`src/rtl/mrrm_pkg.sv`:
```
// Package with shared types and constants of the Modbus RTU read-registers master.
package mrrm_pkg;

  localparam int MaxRegs = 32;
  localparam int IdxW    = $clog2(MaxRegs);

  typedef enum logic [1:0] {
    KIND_START = 2'd0,
    KIND_BYTE  = 2'd1,
    KIND_TICK  = 2'd2,
    KIND_NONE  = 2'd3
  } in_kind_e;

  typedef enum logic [1:0] {
    OK_TX     = 2'd0,
    OK_REG    = 2'd1,
    OK_STATUS = 2'd2
  } out_kind_e;

  typedef enum logic [2:0] {
    ST_OK     = 3'd0,
    ST_SHORT  = 3'd1,
    ST_CRC    = 3'd2,
    ST_HEADER = 3'd3,
    ST_BADREQ = 3'd4
  } status_e;

  typedef enum logic [0:0] {
    CFG_TURNAROUND = 1'b0,
    CFG_BAUD       = 1'b1
  } cfg_idx_e;

  // Input item as carried through the front queue.
  typedef struct packed {
    logic [1:0]  kind;
    logic [7:0]  slave_addr;
    logic [7:0]  func_code;
    logic [15:0] start_reg;
    logic [7:0]  reg_count;
    logic [7:0]  rx_byte;
  } in_item_t;

  // One CRC-16/Modbus byte update.
  function automatic logic [15:0] crc_byte(input logic [15:0] crc, input logic [7:0] b);
    logic [15:0] c;
    c = crc ^ {8'h00, b};
    for (int i = 0; i < 8; i++) begin
      c = c[0] ? ((c >> 1) ^ 16'hA001) : (c >> 1);
    end
    return c;
  endfunction

endpackage

```
`src/rtl/mrrm_ram.sv`:
```
// Generic single-port-write, registered-read RAM.
module mrrm_ram #(
  parameter int Width = 16,
  parameter int Depth = 32
) (
  input  logic                     clk_i,
  input  logic                     we_i,
  input  logic [$clog2(Depth)-1:0] waddr_i,
  input  logic [Width-1:0]         wdata_i,
  input  logic [$clog2(Depth)-1:0] raddr_i,
  output logic [Width-1:0]         rdata_o
);
  logic [Width-1:0] mem_q [Depth];

  always_ff @(posedge clk_i) begin
    if (we_i) begin
      mem_q[waddr_i] <= wdata_i;
    end
    rdata_o <= mem_q[raddr_i];
  end
endmodule

```
`src/rtl/mrrm_front.sv`:
```
// Front part: two-entry queue of input items that drops kinds with no effect.
module mrrm_front import mrrm_pkg::*; (
  input  logic     clk_i,
  input  logic     rst_ni,
  input  logic     in_valid_i,
  output logic     in_ready_o,
  input  in_item_t in_item_i,
  output logic     q_valid_o,
  input  logic     q_ready_i,
  output in_item_t q_item_o
);
  in_item_t    buf_q [2];
  logic        rd_q, wr_q;
  logic [1:0]  cnt_q;
  logic        push, pop, keep;

  assign in_ready_o = (cnt_q != 2'd2);
  assign keep       = (in_item_i.kind != KIND_NONE);
  assign push       = in_valid_i && in_ready_o && keep;
  assign pop        = q_valid_o && q_ready_i;
  assign q_valid_o  = (cnt_q != 2'd0);
  assign q_item_o   = buf_q[rd_q];

  // Queue storage.
  always_ff @(posedge clk_i) begin
    if (push) begin
      buf_q[wr_q] <= in_item_i;
    end
  end

  // Queue pointers and fill count.
  always_ff @(posedge clk_i or negedge rst_ni) begin
    if (!rst_ni) begin
      rd_q  <= 1'b0;
      wr_q  <= 1'b0;
      cnt_q <= 2'd0;
    end else begin
      if (push) wr_q <= ~wr_q;
      if (pop)  rd_q <= ~rd_q;
      cnt_q <= cnt_q + {1'b0, push} - {1'b0, pop};
    end
  end

  a_cnt_bound: assert property (@(posedge clk_i) disable iff (!rst_ni) cnt_q != 2'd3)
    else $error("front queue overfilled");
  a_full_no_push: assert property (@(posedge clk_i) disable iff (!rst_ni)
    cnt_q == 2'd2 |-> !push) else $error("push into full queue");
  a_pop_nonempty: assert property (@(posedge clk_i) disable iff (!rst_ni)
    pop |-> cnt_q != 2'd0) else $error("pop from empty queue");
endmodule

```
`src/rtl/mrrm_div.sv`:
```
// Restoring divider computing the reply wire time in milliseconds, one bit a cycle.
module mrrm_div import mrrm_pkg::*; (
  input  logic        clk_i,
  input  logic        rst_ni,
  input  logic        start_i,
  input  logic [19:0] num_i,
  input  logic [19:0] den_i,
  output logic        busy_o,
  output logic [19:0] quo_o
);
  logic [19:0] rem_q, den_q, quo_q;
  logic [4:0]  step_q;
  logic        busy_q;
  logic [20:0] trial;

  assign busy_o = busy_q;
  assign quo_o  = quo_q;
  assign trial  = {rem_q, quo_q[19]} - {1'b0, den_q};

  always_ff @(posedge clk_i or negedge rst_ni) begin
    if (!rst_ni) begin
      busy_q <= 1'b0;
      step_q <= 5'd0;
    end else if (start_i) begin
      busy_q <= 1'b1;
      step_q <= 5'd0;
    end else if (busy_q) begin
      step_q <= step_q + 5'd1;
      if (step_q == 5'd19) busy_q <= 1'b0;
    end
  end

  always_ff @(posedge clk_i) begin
    if (start_i) begin
      rem_q <= '0;
      quo_q <= num_i;
      den_q <= den_i;
    end else if (busy_q) begin
      if (!trial[20]) begin
        rem_q <= trial[19:0];
        quo_q <= {quo_q[18:0], 1'b1};
      end else begin
        rem_q <= {rem_q[18:0], quo_q[19]};
        quo_q <= {quo_q[18:0], 1'b0};
      end
    end
  end
endmodule

```
`src/rtl/mrrm_back.sv`:
```
// Back part: sequencer that runs the transaction and emits result items.
module mrrm_back import mrrm_pkg::*; (
  input  logic        clk_i,
  input  logic        rst_ni,
  input  logic [15:0] turnaround_i,
  input  logic [19:0] baud_i,
  input  logic        q_valid_i,
  output logic        q_ready_o,
  input  in_item_t    q_item_i,
  output logic        out_valid_o,
  input  logic        out_ready_i,
  output logic [1:0]  out_kind_o,
  output logic [7:0]  tx_byte_o,
  output logic [6:0]  reg_index_o,
  output logic [15:0] reg_value_o,
  output logic [2:0]  status_o,
  output logic        last_o
);
  typedef enum logic [2:0] {
    S_IDLE, S_CRC, S_SEND, S_DIV, S_REGRD, S_REGOUT, S_STATUS
  } seq_e;

  seq_e        st_q, st_d;
  logic        wait_q, wait_d;
  logic [7:0]  slave_q, func_q;
  logic [6:0]  count_q;
  logic [15:0] addr_q;
  logic [7:0]  seen_q;
  logic [15:0] crc_q, rcrc_q;
  logic        hdr_q;
  logic [7:0]  hold_q;
  logic [31:0] dl_q;
  logic [2:0]  bi_q;
  logic [6:0]  ri_q;
  logic [2:0]  stat_q;
  logic [7:0]  frame [8];
  logic        ov_q;
  logic [1:0]  ok_q;
  logic [7:0]  otx_q;
  logic [6:0]  oidx_q;
  logic [15:0] oval_q;
  logic [2:0]  ost_q;
  logic        olast_q;
  logic        slot_free;
  logic        oload;
  logic        div_start, div_busy;
  logic [19:0] div_quo, den;
  logic [19:0] want_ms;
  logic        we;
  logic [IdxW-1:0] waddr, raddr;
  logic [15:0] rdata;
  logic [7:0]  b, pos, want, nseen;
  logic [15:0] ncrc;
  logic [7:0]  off;

  assign slot_free = !ov_q || out_ready_i;
  assign oload     = slot_free && (st_q inside {S_SEND, S_REGOUT, S_STATUS});
  assign den       = (baud_i == 20'd0) ? 20'd9600 : baud_i;
  assign want      = 8'd5 + {count_q, 1'b0};
  assign want_ms   = {12'd0, want} * 20'd10000;
  assign b         = q_item_i.rx_byte;
  assign pos       = seen_q;
  assign off       = pos - 8'd3;
  assign ncrc      = crc_byte(rcrc_q, b);
  assign nseen     = pos + 8'd1;

  assign frame[0] = slave_q;
  assign frame[1] = func_q;
  assign frame[2] = addr_q[15:8];
  assign frame[3] = addr_q[7:0];
  assign frame[4] = 8'h00;
  assign frame[5] = {1'b0, count_q};
  assign frame[6] = crc_q[7:0];
  assign frame[7] = crc_q[15:8];

  // Register data of the reply, between the byte count and the CRC.
  assign we    = (st_q == S_IDLE) && q_valid_i && wait_q && (q_item_i.kind == KIND_BYTE)
                 && pos >= 8'd3 && pos < want - 8'd2 && off[0];
  assign waddr = off[IdxW:1];
  assign raddr = ri_q[IdxW-1:0];

  mrrm_ram #(.Width(16), .Depth(MaxRegs)) u_store (
    .clk_i  (clk_i),
    .we_i   (we),
    .waddr_i(waddr),
    .wdata_i({hold_q, b}),
    .raddr_i(raddr),
    .rdata_o(rdata)
  );

  assign div_start = (st_q == S_SEND) && slot_free && (bi_q == 3'd7);

  mrrm_div u_div (
    .clk_i  (clk_i),
    .rst_ni (rst_ni),
    .start_i(div_start),
    .num_i  (want_ms),
    .den_i  (den),
    .busy_o (div_busy),
    .quo_o  (div_quo)
  );

  // Next state and queue acceptance.
  always_comb begin
    st_d      = st_q;
    wait_d    = wait_q;
    q_ready_o = 1'b0;
    case (st_q)
      S_IDLE: begin
        if (q_valid_i) begin
          case (q_item_i.kind)
            KIND_START: begin
              q_ready_o = 1'b1;
              wait_d    = 1'b0;
              if (q_item_i.reg_count == 8'd0 || q_item_i.reg_count > 8'(MaxRegs)) begin
                st_d = S_STATUS;
              end else begin
                st_d = S_CRC;
              end
            end
            KIND_BYTE: begin
              q_ready_o = 1'b1;
              if (wait_q && nseen == want) begin
                wait_d = 1'b0;
                st_d   = (ncrc == 16'd0 && hdr_q) ? S_REGRD : S_STATUS;
              end
            end
            KIND_TICK: begin
              q_ready_o = 1'b1;
              if (wait_q && dl_q <= 32'd1) begin
                wait_d = 1'b0;
                st_d   = S_STATUS;
              end
            end
            default: q_ready_o = 1'b1;
          endcase
        end
      end
      S_CRC:  if (bi_q == 3'd5) st_d = S_SEND;
      S_SEND: if (slot_free && bi_q == 3'd7) st_d = S_DIV;
      S_DIV:  if (!div_busy) begin
        st_d   = S_IDLE;
        wait_d = 1'b1;
      end
      S_REGRD:  st_d = S_REGOUT;
      S_REGOUT: if (slot_free) st_d = (ri_q + 7'd1 == count_q) ? S_STATUS : S_REGRD;
      S_STATUS: if (slot_free) st_d = S_IDLE;
      default:  st_d = S_IDLE;
    endcase
  end

  always_ff @(posedge clk_i or negedge rst_ni) begin
    if (!rst_ni) begin
      st_q   <= S_IDLE;
      wait_q <= 1'b0;
      ov_q   <= 1'b0;
      hdr_q  <= 1'b1;
      seen_q <= 8'd0;
      dl_q   <= 32'd0;
      count_q <= 7'd0;
      slave_q <= 8'd0;
      func_q  <= 8'd0;
      rcrc_q  <= 16'hFFFF;
      hold_q  <= 8'd0;
    end else begin
      st_q   <= st_d;
      wait_q <= wait_d;
      // The output register fills on a load and empties when the item is taken.
      ov_q   <= oload || (ov_q && !out_ready_i);
      case (st_q)
        S_IDLE: if (q_valid_i) begin
          case (q_item_i.kind)
            KIND_START: begin
              slave_q <= q_item_i.slave_addr;
              func_q  <= q_item_i.func_code;
              addr_q  <= q_item_i.start_reg;
              count_q <= q_item_i.reg_count[6:0];
              crc_q   <= 16'hFFFF;
              bi_q    <= 3'd0;
              stat_q  <= ST_BADREQ;
              seen_q  <= 8'd0;
              rcrc_q  <= 16'hFFFF;
              hdr_q   <= 1'b1;
              hold_q  <= 8'd0;
            end
            KIND_BYTE: if (wait_q) begin
              rcrc_q <= ncrc;
              seen_q <= nseen;
              if ((pos == 8'd0 && b != slave_q) || (pos == 8'd1 && b != func_q) ||
                  (pos == 8'd2 && b != {count_q, 1'b0})) hdr_q <= 1'b0;
              if (pos >= 8'd3 && pos < want - 8'd2 && !off[0]) hold_q <= b;
              ri_q   <= 7'd0;
              stat_q <= (ncrc != 16'd0) ? ST_CRC : (!hdr_q ? ST_HEADER : ST_OK);
            end
            KIND_TICK: if (wait_q) begin
              if (dl_q != 32'd0) dl_q <= dl_q - 32'd1;
              stat_q <= ST_SHORT;
            end
            default: ;
          endcase
        end
        S_CRC: begin
          crc_q <= crc_byte(crc_q, frame[bi_q]);
          bi_q  <= (bi_q == 3'd5) ? 3'd0 : bi_q + 3'd1;
        end
        S_SEND: if (slot_free) begin
          ok_q    <= OK_TX;
          otx_q   <= frame[bi_q];
          oidx_q  <= 7'd0;
          oval_q  <= 16'd0;
          ost_q   <= ST_OK;
          olast_q <= (bi_q == 3'd7);
          bi_q    <= bi_q + 3'd1;
        end
        S_DIV: if (!div_busy) dl_q <= {16'd0, turnaround_i} + {12'd0, div_quo};
        S_REGOUT: if (slot_free) begin
          ok_q    <= OK_REG;
          otx_q   <= 8'd0;
          oidx_q  <= ri_q;
          oval_q  <= rdata;
          ost_q   <= ST_OK;
          olast_q <= 1'b0;
          ri_q    <= ri_q + 7'd1;
        end
        S_STATUS: if (slot_free) begin
          ok_q    <= OK_STATUS;
          otx_q   <= 8'd0;
          oidx_q  <= 7'd0;
          oval_q  <= 16'd0;
          ost_q   <= stat_q;
          olast_q <= 1'b1;
        end
        default: ;
      endcase
    end
  end

  assign out_valid_o = ov_q;
  assign out_kind_o  = ok_q;
  assign tx_byte_o   = otx_q;
  assign reg_index_o = oidx_q;
  assign reg_value_o = oval_q;
  assign status_o    = ost_q;
  assign last_o      = olast_q;

  a_busy_no_take: assert property (@(posedge clk_i) disable iff (!rst_ni)
    st_q != S_IDLE |-> !q_ready_o) else $error("queue popped while busy");
  a_div_wait: assert property (@(posedge clk_i) disable iff (!rst_ni)
    $rose(wait_q) |-> $past(st_q) == S_DIV) else $error("waiting armed without timeout");
  a_count_ok: assert property (@(posedge clk_i) disable iff (!rst_ni)
    st_q == S_REGOUT |-> ri_q < count_q) else $error("register index past count");
endmodule

```
`src/rtl/modbus_rtu_read_regs_master.sv`:
```
// Top level of the Modbus RTU read-registers master.
// A start item with a register count of 1 to 32 gets its request CRC, then gives 8
// transmit items, one a cycle while the output is not stalled, then holds the back part
// for the timeout division (one quotient bit a cycle). Reply bytes and ticks reach the
// back part through the front queue; a good reply emits each register (store read), then
// the status. Reset clears control state at once; the register store needs no clearing.
module modbus_rtu_read_regs_master import mrrm_pkg::*; (
  input  logic        clk_i,
  input  logic        rst_ni,
  input  logic        cfg_valid_i,
  output logic        cfg_ready_o,
  input  logic        cfg_index_i,
  input  logic [19:0] cfg_data_i,
  input  logic        s_axis_tvalid,
  output logic        s_axis_tready,
  // Bits from low: slave_addr[7:0], func_code[7:0], start_reg[15:0], reg_count[7:0],
  // rx_byte[7:0].
  input  logic [47:0] s_axis_tdata,
  // kind[1:0].
  input  logic [1:0]  s_axis_tuser,
  output logic        m_axis_tvalid,
  input  logic        m_axis_tready,
  // Bits from low: tx_byte[7:0], reg_index[6:0], reg_value[15:0], status[2:0], pad.
  output logic [39:0] m_axis_tdata,
  // out_kind[1:0].
  output logic [1:0]  m_axis_tuser,
  output logic        m_axis_tlast
);
  logic [15:0] turn_q;
  logic [19:0] baud_q;
  in_item_t    in_item, q_item;
  logic        q_valid, q_ready;
  logic [7:0]  tx_byte;
  logic [6:0]  reg_index;
  logic [15:0] reg_value;
  logic [2:0]  status;

  // Configuration registers.
  assign cfg_ready_o = 1'b1;
  always_ff @(posedge clk_i or negedge rst_ni) begin
    if (!rst_ni) begin
      turn_q <= 16'd150;
      baud_q <= 20'd9600;
    end else if (cfg_valid_i) begin
      case (cfg_idx_e'(cfg_index_i))
        CFG_TURNAROUND: turn_q <= cfg_data_i[15:0];
        CFG_BAUD:       baud_q <= cfg_data_i;
        default: ;
      endcase
    end
  end

  assign in_item.kind       = s_axis_tuser;
  assign in_item.slave_addr = s_axis_tdata[7:0];
  assign in_item.func_code  = s_axis_tdata[15:8];
  assign in_item.start_reg  = s_axis_tdata[31:16];
  assign in_item.reg_count  = s_axis_tdata[39:32];
  assign in_item.rx_byte    = s_axis_tdata[47:40];

  mrrm_front u_front (
    .clk_i     (clk_i),
    .rst_ni    (rst_ni),
    .in_valid_i(s_axis_tvalid),
    .in_ready_o(s_axis_tready),
    .in_item_i (in_item),
    .q_valid_o (q_valid),
    .q_ready_i (q_ready),
    .q_item_o  (q_item)
  );

  mrrm_back u_back (
    .clk_i       (clk_i),
    .rst_ni      (rst_ni),
    .turnaround_i(turn_q),
    .baud_i      (baud_q),
    .q_valid_i   (q_valid),
    .q_ready_o   (q_ready),
    .q_item_i    (q_item),
    .out_valid_o (m_axis_tvalid),
    .out_ready_i (m_axis_tready),
    .out_kind_o  (m_axis_tuser),
    .tx_byte_o   (tx_byte),
    .reg_index_o (reg_index),
    .reg_value_o (reg_value),
    .status_o    (status),
    .last_o      (m_axis_tlast)
  );

  assign m_axis_tdata = {6'd0, status, reg_value, reg_index, tx_byte};
endmodule
```
`config.mk`:
```
export PLATFORM = sky130hd
export DESIGN_NAME = modbus_rtu_read_regs_master
export DESIGN_NICKNAME = d
export VERILOG_FILES = /design/src/rtl/mrrm_pkg.sv /design/src/rtl/mrrm_ram.sv /design/src/rtl/mrrm_front.sv /design/src/rtl/mrrm_div.sv /design/src/rtl/mrrm_back.sv /design/src/rtl/modbus_rtu_read_regs_master.sv
export SDC_FILE = /design/constraint.sdc
export NUM_CORES = 1
export LEC_CHECK = 0
export ABC_AREA = 0
export BUFFER_PORTS_ARGS = -buffer_cell sky130_fd_sc_hd__buf_4
export CORE_ASPECT_RATIO = 1.5
export CORE_UTILIZATION = 51
export CTS_CLUSTER_DIAMETER = 120
export DETAILED_ROUTE_END_ITERATION = 8
export GPL_ROUTABILITY_DRIVEN = 1
export GPL_TIMING_DRIVEN = 0
export HOLD_SLACK_MARGIN = 0.12
export PLACE_DENSITY = 0.67
export SLEW_MARGIN = 20
export SYNTH_ARGS = -nofsm -noshare
export SYNTH_HDL_FRONTEND = slang
export SYNTH_SLANG_ARGS = --single-unit
```
`constraint.sdc`:
```
create_clock -name clk_i -period 8.5 [get_ports clk_i]
set_input_delay 1.275 -clock clk_i [delete_from_list [all_inputs] [get_ports clk_i]]
set_output_delay 1.275 -clock clk_i [all_outputs]
set_load 0.005 [all_outputs]
```
# Yosys cells after proc, flatten, opt, wreduce, memory -nomap -nowiden
# Memories as Yosys holds them, arrays and structs flattened. A register that Yosys moved wholly into a read port is not among the register bits.
# Cells that the tools add are included.
dict set report op_classes {
  addsub 12
  mul 1
  magnitude_cmp 5
  n_eq_ne 42
  mux 106
  bitwise 22
  n_reduce_logical 71
}
# cell count
set ops {}
lappend ops {{16-bit 2-to-1 mux} 21}
lappend ops {{32-bit 2-to-1 mux} 5}
lappend ops {{16-bit case mux with 2 select lines} 3}
lappend ops {{32-bit case mux with 2 select lines} 1}
lappend ops {{20-bit 2-to-1 mux} 3}
lappend ops {{8-bit 2-to-1 mux} 7}
lappend ops {{3-bit 2-to-1 mux} 17}
lappend ops {{2-bit inverter with 3-bit output} 16}
lappend ops {{8-bit case mux with 2 select lines} 3}
lappend ops {{7-bit 2-to-1 mux} 6}
lappend ops {{32-bit by 1-bit less-or-equal comparator with 1-bit output, second input constant} 1}
lappend ops {{32-bit nonzero test} 1}
lappend ops {{32-bit by 1-bit subtractor with 32-bit output, second input constant} 1}
lappend ops {{16-bit by 8-bit XOR with 16-bit output} 2}
lappend ops {{7-bit case mux with 2 select lines} 2}
lappend ops {{3-bit case mux with 3 select lines} 3}
lappend ops {{8-bit binary-select mux with 3-bit select} 1}
lappend ops {{8-bit != test} 3}
lappend ops {{4-bit AND reduction} 6}
lappend ops {{6-bit AND reduction} 4}
lappend ops {{1-bit logical AND} 22}
lappend ops {{2-bit by 1-bit != test with 1-bit output, second input constant} 11}
lappend ops {{16-bit by 20-bit adder with 21-bit output} 1}
lappend ops {{3-bit case mux with 7 select lines} 1}
lappend ops {{52 further kinds} 118}
dict set report totals {
  reg_bits 281
  mem_bits_rw 612
  in_bits 76
  out_inout_bits 46
  word_cells 294
  n_memories 2
}
# name depth width rd rd_clocked_by_memory_dff wr line
set mem_list {}
lappend mem_list {u_back.u_store.mem_q 32 16 1 1 1 mrrm_ram.sv:13} ;# logic [Width-1:0] mem_q [Depth];
lappend mem_list {u_front.buf_q 2 50 1 0 1 mrrm_front.sv:12} ;# in_item_t buf_q [2];

# Longest topological paths before layout
# Gate-level depths: netlist of run 1.
# An unclocked memory read counts as a cell.
dict set report logic_depth {
  word_depth 25
  ltp_mapped 21
}

# By module
# Synthesis of run 1 repeated with hierarchy kept, for this count alone.
dict set report hier_totals {
  cells_unflattened 2880
  hier_area_um2 41225.8
}
# module instances cells_per_inst area_per_inst_um2
set modules_own_cells {}
lappend modules_own_cells {mrrm_ram 1 1143 20534.7}
lappend modules_own_cells {mrrm_back 1 1117 11424.7}
lappend modules_own_cells {mrrm_front 1 175 4022.6}
lappend modules_own_cells {mrrm_div 1 358 3766.1}
lappend modules_own_cells {modbus_rtu_read_regs_master 1 87 1477.7}

# Worst setup path after synthesis of run 1
# No wires, ideal clock.
dict set report synth_path {
  kind {register to register}
  from {reg u_back.count_q[1]}
  to {reg u_back.u_div.quo_q[19] (netlist: u_back.u_div.quo_o[19]) (data pin)}
  t_arrival_ns 4.381
  required_ns 8.233
  setup_slack_ns 3.852
  path_stages_with_launch 18
  n_path_buf 1
  path_cell_list {dfrtp_1 -> clkbuf_1 -> nand3_1 -> xor2_1 -> fa_1 -> fa_1 -> inv_1 -> ha_1 -> inv_1 -> fa_1 -> inv_1 -> ha_1 -> inv_1 -> o21bai_1 -> a211o_1 -> a31oi_1 -> xnor2_1 -> o21ai_0}
}
dict set report synth_between {
  elab_chain_len 3
}
# element line
set synth_lines {}
lappend synth_lines {{from (decl)} mrrm_back.sv:26} ;# logic [6:0] count_q;
lappend synth_lines {{from (signal assigned)} mrrm_back.sv:177} ;# count_q <= q_item_i.reg_count[6:0];
lappend synth_lines {{3-bit by 8-bit adder with 8-bit output} mrrm_back.sv:59} ;# assign want = 8'd5 + {count_q, 1'b0};
lappend synth_lines {{8-bit by 10-bit multiplier with 16-bit output} mrrm_back.sv:60} ;# assign want_ms = {12'd0, want} * 20'd10000;
lappend synth_lines {{20-bit 2-to-1 mux} mrrm_div.sv:34} ;# if (start_i) begin
lappend synth_lines {{to (signal assigned)} mrrm_div.sv:36} ;# quo_q <= num_i;
lappend synth_lines {{to (signal assigned)} mrrm_div.sv:41} ;# quo_q <= {quo_q[18:0], 1'b1};
lappend synth_lines {{to (signal assigned)} mrrm_div.sv:44} ;# quo_q <= {quo_q[18:0], 1'b0};
lappend synth_lines {{to (decl)} mrrm_div.sv:11} ;# logic [19:0] rem_q, den_q, quo_q;
# No other way between the ends.
# A chain may end at the register's enable or synchronous reset.

# Final worst setup path of run 1
# Ends and elaborated chain as after synthesis.

==> results of run 1 <==
[cell type report]
class / count / area [um^2] / area share [%]
repair buffers: 148 / 1310 / 2.88
inverters: 88 / 330 / 0.726
plain buffers: 154 / 628 / 1.38
well taps: 1016 / 1270 / 2.80
multi-input cells: 1469 / 13000 / 28.6
flip-flops and latches: 909 / 26200 / 57.7
clock inverters: 49 / 407 / 0.894
clock buffers: 107 / 2280 / 5.02
[worst max-delay path: stages, from the launching register on]
cell,delay [ns]
dfrtp_1,0.45
clkbuf_1,0.64
inv_1,0.31
ha_1,0.53
xor2_1,0.20
ha_1,0.34
inv_1,0.06
fa_1,0.49
xnor2_1,0.16
xnor2_1,0.25
ha_1,0.29
a21o_1,0.18
a21oi_1,0.21
o21ai_0,0.12
a21oi_1,0.24
o21bai_1,0.12
a211o_1,0.30
a31oi_1,0.19
xnor2_1,0.16
o21ai_0,0.09
[per-stage QoR]
step / setup WS, ns / instances / util (%) / cell area, um^2
6_report: 2.91 / 3940 / 58.6 / 45500
3_5_place_dp: 3.00 / 3784 / 55.1 / 42800
4_1_cts: 2.94 / 3940 / 58.6 / 45500
3_3_place_gp: 2.58 / 3750 / 54.4 / 42200
5_1_grt: 2.57 / 3940 / 58.6 / 45500
2_1_floorplan: 3.85 / 2620 / - / 40100
[power by group]
group	total, mW	internal (mW)	switching, mW
Combinational	5.49	2.29	3.20
Sequential	5.87	5.53	0.337
Clock	3.71	2.06	1.65
Total	15.1	9.89	5.18
[routing by layer]
metal / GRT usage [%] / share of wire [%] / vias up / wire [um]
met3: 2.56 / 4.3 / 182 / 3940
li1: - / - / 10398 / -
met4: 10.7 / 4.4 / 0 / 4060
met5: 0 / 0 / - / 0
met1: 28.2 / 39 / 11583 / 35600
met2: 41.5 / 52 / 666 / 48000
[placed cells by master (no fill, tap or decap), types with 16 or more instances in the layout]
cell and instances:
edfxtp_1 730, mux4_2 164, nand2_1 136, clkbuf_1 133, buf_4 121, o21ai_0 115, nor2_1 115, dfrtp_1 109
ha_1 100, a21oi_1 91, xnor2_1 89, clkbuf_16 86, inv_1 82, mux2_2 79, xor2_1 69, nand3_1 51
mux2i_1 49, dfxtp_1 40, nor2_2 33, nor3_1 31, and2_1 29, nor2b_1 26, dfstp_2 25, buf_6 24
nand2b_1 21, nand4_1 19, clkinv_1 19, nor4_1 19, buf_1 18, clkinv_2 17, a21o_1 16, and3_1 16
[worst max-delay path by stage]
stage / start / to / slack [ns] / cells past startpoint
2_1_floorplan: u_back.count_q[1] / u_back.u_div.quo_o[19] / 3.85 / 17
3_3_place_gp: u_back.count_q[1] / u_back.u_store.mem_q[12][8] / 2.58 / 14
3_5_place_dp: u_back.count_q[1] / u_back.u_div.quo_o[19] / 3.00 / 19
4_1_cts: u_back.count_q[1] / u_back.u_div.quo_o[19] / 2.94 / 19
5_1_grt: u_back.count_q[1] / u_back.u_div.quo_o[19] / 2.57 / 19
6_report: u_back.count_q[1] / u_back.u_div.quo_o[19] / 2.91 / 19
[cells by family (layout without fill, tap and decap cells)]
kind of cell	count (synthesis)	count (layout)	share of synthesized area, %
DFF	909	909	65.5
and+or+nand+nor	546	546	6.58
AOI/OAI and AO/OA	346	346	5.35
muxes	300	300	13.0
buffers and inverters	242	546	2.38
xor gates and xnor gates	159	159	3.51
adders and majority gates	111	111	3.67
other	2	7	0.0187
[state kept, by name (all words and copies together) (netlist names), 20 cells and up]
name and cells:
u_back.u_div.den_q 20, u_back.dl_q 32, u_front.buf_q 100, u_back.u_store.mem_q 512
baud_q 20, u_back.u_div.rem_q 20, u_back.u_div.quo_o 20
==> results.toml, run 1 <==
[timing]
timing.hold.ws_ns = 0.502
rsz0062_at_grt = "no"
hold_viol = 0
finalCritPeriodShare_pct = 65.8
setup_viol = 0
slew_viol_final = 0
fin_skew_ns = 0.0200
final.min_clock_period_ns = 5.59
finalSetupTns_ns = 0
worst_pin_slew_ns = 1.13
fmax_mhz = 179
relSlewSlack_pct = 24.6

[run_status]
status = "completed"

[synthesis]
async_flop_share_pct = 15.3
synth_top_area_share_pct = 54.7
ys_warn_count = 0
syn-cell-area_um2 = 40100
synth-seq-area-share_pct = 65.5
ys_ff_latch = 909
yosys.area.top_type = "edfxtp_1"
synth_commonest_cells = "edfxtp_1 (730), mux4_2 (164), nor2_1 (149)"
synthTopCellsByArea = "edfxtp_1 (55%), mux4_2 (9.2%), dfrtp_1 (7.1%)"
synth_edf_count = 730
post_synth_num_cell_types = 78
syn_avg_cell_area_um2 = 15.3
synth_most_common_cell = "edfxtp_1"
dominantRegCellSynth = "edfxtp_1"
synthCells = 2615

[clock_network]
cts_resized = 0
cts_setup_buffers = 0
clkSinkCount = 909
cts_root_buf = "clkbuf_16"
cts_tree = "yes"
htreeDepth = 3
cts.reportedPaths.clkPinSlew_ns = 0.06
holdBufCountCts = 0
worstSkewPairLatency_ns = 0.65
cts-buffers-inserted = 84
clockBufferDepth = 3

[global_routing]
grt-ovfl-total = 0
antenna_found_initial = 0
grt_pass1_wl_um = 140000
grt_use_total_pct = 23.3
grt_start_max_net_pins = 86
grt_pass1_vias = 23757

[setup_path]
regToRegStartpoint = "u_back.count_q[1]"
r2r_end = "u_back.u_div.quo_o[19]"
required_ns = 8.88
reg2reg_slack_ns = 2.91
cp-end-kind = "flop"
critPathKind = "flop to flop"
reg2reg_depth = 19
worstPathArrival_ns = 5.97
cp_max_fo = 10
critPathLaunchType = "flop"

[placement]
dp_hpwl_um = 66300
gp_congestion = 0.866
portBuffers = 114

[min_path]
hold_path_depth = 1
min_to = "u_back.dl_q[22]"
hold_path.class = "flop to flop"
holdCritStartpoint = "u_back.dl_q[22]"

[routing]
routed_wl_um = 91600
firstDrtPassIters = 5
post_drt_wl_per_cell_um = 23.3
drt-initial-drc-count = 1574
ant_nets = 0
drc = 0
via_count = 22829
viasPerCell = 5.79

[pwr]
p_per_area_nw_per_um2 = 331
ir_worst_vdd_mv = 0.405
power_mw = 15.1
p_leak_nw = 15.5

[finish]
diodes = 0
nFillCells = 5975
drive_gt1_share_pct = 21.6
area_growth_pct = 13.5
layout.nets = 3041

[die]
start_util_pct = 51.7
die_w_um = 231
pin_count = 122
row_count = 125
dieArea_um2 = 79700
die_y_um = 345
core_region_area_um2 = 77600

[flow_run]
maxCapViolations = 0
(Power assumes the default switching activity.)
==> inputs of run 2 (changes only) <==
clock period = 5.4 ns   (was 8.5 ns; I/O delays follow)
==> results.toml, run 2 (synthesis gave the netlist of run 1 again) <==
[global_routing]
grt_start_max_net_pins = 86
antenna_found_initial = 0
grt-ovfl-total = 0
grt_pass1_vias = 23757
grt_use_total_pct = 23.3
grt_pass1_wl_um = 140000

[placement]
gp_congestion = 0.866
post_dp_cell_area_um2 = 42800
portBuffers = 114
dp_hpwl_um = 66300
pre_cts_ws_ns = -0.105

[timing]
slew_viol_final = 0
worst_pin_slew_ns = 1.16
rsz0062_at_grt = "no"
final.min_clock_period_ns = 5.19
setup_viol = 0
fmax_mhz = 193
fin_ws_ns = 0.211
hold_viol = 0
relSlewSlack_pct = 22.5
fin_skew_ns = 0.0190
timing.hold.ws_ns = 0.343
finalCritPeriodShare_pct = 96.1

[routing]
via_count = 22884
viasPerCell = 5.81
routed_wl_um = 91600
ant_nets = 0
firstDrtPassIters = 6
drt-initial-drc-count = 1592
post_drt_wl_per_cell_um = 23.3
drc = 0

[clock_network]
cts.reportedPaths.clkPinSlew_ns = 0.06
clockBufferDepth = 3
worstSkewPairLatency_ns = 0.65
cts-buffers-inserted = 84
clkSinkCount = 909
cts_tree = "yes"
cts_root_buf = "clkbuf_16"
htreeDepth = 3

[finish]
stdcell_area_um2 = 45500
drive_gt1_share_pct = 21.8
layout_commonest_cell = "edfxtp_1"
largest_reg_flops = 512
area_growth_pct = 13.6
diodes = 0
layout_common_cells = "edfxtp_1 (730), mux4_2 (164), nand2_1 (136)"
layout.nets = 3041
regMostFlops = "u_back.u_store.mem_q"
nFillCells = 5975
largest_registers = "u_back.u_store.mem_q (512), u_front.buf_q (100), u_back.dl_q (32)"

[setup_path]
r2r_end = "u_back.u_store.mem_q[30][5]"
regToRegStartpoint = "u_back.count_q[0]"
worst-path-buf-inv = 4
critPathMostFrequentCell = "o21a_1"
crit_family = "buffers and inverters"
reg2reg_slack_ns = 0.21
required_ns = 5.74
critPathLaunchType = "flop"
critPathKind = "flop to flop"
reg2reg_depth = 15
cp-end-kind = "flop"
cp_max_fo = 11
cpMaxStageDelayCell = "clkbuf_1"
crit_chain = "clkbuf_1 > inv_1 > ha_1 > ha_1 > nor2b_1 > o21a_1 > o21a_1 > o21a_1 > o21a_1 > o21ai_0 > nand4_1 > or3_1 > clkbuf_1 > nor2_2 > buf_6"
cpPeakStageDelay_ns = 0.54
worstPathArrival_ns = 5.53

[die]
core_region_area_um2 = 77600
dieArea_um2 = 79700
die_w_um = 231
start_util_pct = 51.7
pin_count = 122
row_count = 125
die_y_um = 345

[min_path]
holdCritStartpoint = "s_axis_tdata[11]"
hold_path_depth = 1
min_to = "u_front.buf_q[1][35]"
hold_path.class = "input pin to flop"

[pwr]
p_leak_nw = 15.5
p_per_area_nw_per_um2 = 521
ir_worst_vdd_mv = 0.639

[flow_run]
maxCapViolations = 0

[run_status]
status = "completed"
run 2: cell types whose count changed in the layout (fill, tap and decap cells not counted), moves of 2 or more:
cell,delta
xor2_2,+2
xor2_1,-2
nor2_4,+2
nor2_2,-2
clkbuf_1,-3
run 2: power breakdown:
| part | total (mW) | leakage, nW | switching, mW | internal (mW) |
|---|---|---|---|---|
| clock | 5.83 | 1.32 | 2.59 | 3.25 |
| sequential | 9.26 | 8.10 | 0.546 | 8.71 |
| combinational | 8.63 | 6.05 | 5.02 | 3.61 |
| total | 23.7 | 15.5 | 8.16 | 15.6 |
run 2: metal layers:
layer,global-route usage [%],routed length [um]
met5,0,0
met4,10.7,4100
met3,2.56,3850
met2,41.5,48100
met1,28.2,35500
run 2: final cells by class:
class | count | area [um^2] | area share [%]
multi-input combinational | 1469 | 13000 | 28.7
sequential | 909 | 26200 | 57.6
timing repair buffer | 149 | 1320 | 2.90
buffer | 153 | 629 | 1.38
inverter | 88 | 330 | 0.726
tap | 1016 | 1270 | 2.79
clock inverter | 49 | 407 | 0.893
clock buffer | 107 | 2280 | 5.01
run 2: worst register-to-register path: cells and delay by family, from the launching register on:
family                   cells  cell delay [ns]
AO/OA/AOI/OAI                5             1.00
AND/OR/NAND/NOR              4             1.20
flip-flops                   1             0.35
adder cells (fa/ha/maj)      2             0.69
buffers and inverters        4             1.65
run 2: repair_timing:
| item | CTS | global route |
|---|---|---|
| endpoints found under the hold margin | 17 | 0 |
| buffers inserted | 0 | 0 |
| hold buffers | 1 | 0 |
| setup endpoints to repair | 34 | 35 |
| resized for setup | 1 | 10 |
run 2: stage by stage:
step	power [mW]	TNS [ns]	cells	utilization, %
floorplan	15.6	0	2620	-
global placement	17.7	-235.05	3750	54.4
detailed placement	18.0	-1.82	3784	55.1
CTS	23.9	0	3941	58.6
global route	25.1	0	3940	58.7
finish	23.7	0	3940	58.7
run 2: worst max path at each step:
stage | from | endpoint | slack, ns | depth (start not counted)
final | u_back.count_q[0] | u_back.u_store.mem_q[30][5] | 0.21 | 15
after global routing | u_back.count_q[3] | u_back.u_div.quo_o[19] | 0.004 | 19
after CTS | u_back.count_q[0] | u_back.u_store.mem_q[26][2] | 0.08 | 14
after detailed placement | u_back.count_q[1] | u_back.u_div.quo_o[19] | -0.10 | 19
after global placement | u_back.count_q[1] | u_back.u_store.mem_q[12][8] | -0.52 | 14
after floorplan | u_back.count_q[1] | u_back.u_div.quo_o[19] | 0.75 | 17
==> inputs of run 3 (changes only) <==
GPL_ROUTABILITY_DRIVEN = 0   (was 1)
GPL_TIMING_DRIVEN = default   (was 0)
==> results.toml, run 3 (synthesis gave the netlist of run 1 again) <==
[setup_path]
cp_max_fo = 10
reg2reg_slack_ns = 0.64
r2r_end = "u_back.u_div.quo_o[19]"
regToRegStartpoint = "u_back.count_q[2]"
critPathLaunchType = "flop"
reg2reg_depth = 19
cpPeakStageDelay_ns = 0.56
crit_chain = "nand3_1 > nor2_1 > xnor2_1 > inv_1 > ha_1 > inv_1 > fa_1 > xnor2_1 > xnor2_1 > ha_1 > a21o_1 > a21oi_1 > o21ai_0 > a21oi_1 > o21bai_1 > a211o_1 > a31oi_1 > xnor2_1 > o21ai_0"
critPathKind = "flop to flop"
worstPathArrival_ns = 5.15
cp-end-kind = "flop"
required_ns = 5.78
cpMaxStageDelayCell = "dfrtp_1"
crit_end = "u_back.u_div.quo_o[19]"
startpoint = "u_back.count_q[2]"
critPathMostFrequentCell = "xnor2_1"

[flow_run]
maxCapViolations = 0

[timing]
relSlewSlack_pct = 23.7
worst_pin_slew_ns = 1.14
fmax_mhz = 210
slew_viol_final = 0
finalSetupTns_ns = 0
hold_viol = 0
timing.hold.ws_ns = 0.332
finalCritPeriodShare_pct = 88.2
fin_skew_ns = 0.0313
setup_viol = 0
fin_ws_ns = 0.635
final.min_clock_period_ns = 4.76
rsz0062_at_grt = "no"

[clock_network]
cts-buffers-inserted = 84
clkSinkCount = 909
htreeDepth = 3
cts_tree = "yes"
clockBufferDepth = 3
cts_root_buf = "clkbuf_16"
worstSkewPairLatency_ns = 0.67
cts.reportedPaths.clkPinSlew_ns = 0.06
cts_setup_buffers = 0

[finish]
layout_common_cells = "edfxtp_1 (730), buf_4 (179), mux4_2 (164)"
largest_registers = "u_back.u_store.mem_q (512), u_front.buf_q (100), u_back.dl_q (32)"
drive_gt1_share_pct = 22.3
regMostFlops = "u_back.u_store.mem_q"
diodes = 0
layout.nets = 2922
layout_commonest_cell = "edfxtp_1"
final_util_pct = 58.0
largest_reg_flops = 512
area_growth_pct = 12.3

[die]
row_count = 125
dieArea_um2 = 79700
core_region_area_um2 = 77600
die_y_um = 345
pin_count = 122
die_w_um = 231
start_util_pct = 51.7

[routing]
drc = 0
ant_nets = 0
post_drt_wl_per_cell_um = 23.9
routed_wl_um = 91300
via_count = 22539
viasPerCell = 5.90
firstDrtPassIters = 7
drt-initial-drc-count = 1881

[global_routing]
grt_pass1_wl_um = 139000
grt_start_max_net_pins = 133
antenna_found_initial = 0
grt_use_total_pct = 23.2
grt_pass1_vias = 23240
grt-ovfl-total = 0

[run_status]
status = "completed"

[pwr]
ir_worst_vdd_mv = 0.547
p_leak_nw = 15.4
p_per_area_nw_per_um2 = 526
power_mw = 23.7

[min_path]
hold_path.class = "input pin to flop"

[placement]
pre_cts_ws_ns = 0.651
portBuffers = 114
dp_hpwl_um = 61600
[run 3: area by class of cell]
class	count	area (um^2)
timing repair buffer	183	1410
sequential	909	26200
tap	1016	1270
fill	5957	32600
clock buffer	102	2190
multi-input combinational	1469	13000
clock inverter	54	614
inverter	88	330
[run 3: worst max-delay path: cells and delay by family, from the launching register on]
kind	cells	cell delay, ns
xor gates and xnor gates	4	0.73
and+or+nand+nor	2	0.37
AOI/OAI and AO/OA	8	1.42
buffers and inverters	2	0.23
DFF	1	0.56
adders and majority gates	3	1.17
[run 3: how the worst min path moves through the flow]
| stage | cells past startpoint | from | end | slack (ns) |
|---|---|---|---|---|
| after global placement | 0 | baud_q[17] | u_back.u_div.den_q[17] | 0.47 |
| after floorplan | 1 | u_back.dl_q[22] | u_back.dl_q[22] | 0.45 |
| final | 1 | s_axis_tdata[20] | u_front.buf_q[0][20] | 0.33 |
| after detailed placement | 0 | baud_q[19] | u_back.u_div.den_q[19] | 0.46 |
| after global routing | 1 | s_axis_tdata[6] | u_front.buf_q[0][46] | 0.31 |
| after CTS | 1 | s_axis_tdata[6] | u_front.buf_q[1][46] | 0.29 |
[run 3: through the flow]
stage          area (um^2)  std cells
2_1_floorplan        40100       2620
3_3_place_gp         42200       3664
3_5_place_dp         42200       3664
4_1_cts              45000       3821
5_1_grt              45000       3821
6_report             45000       3821
[run 3: layer usage]
layer / share of wire [%] / track usage, % / routed length [um]
met5: 0 / 0 / 0
met4: 4.7 / 11.3 / 4270
met3: 4.4 / 2.80 / 4000
met2: 54 / 41.8 / 48900
met1: 37 / 27.3 / 34100
[run 3: repair_timing]
action / in CTS / in global routing
gates resized for setup: 0 / 0
hold buffers: 1 / 0
hold endpoints to repair: 21 / 0
[run 3: where the power goes]
group | switching (mW) | internal (mW) | total [mW] | leakage (nW)
sequential | 0.745 | 8.72 | 9.46 | 8.09
clock | 2.64 | 3.37 | 6.01 | 1.35
combinational | 4.62 | 3.57 | 8.19 | 5.93
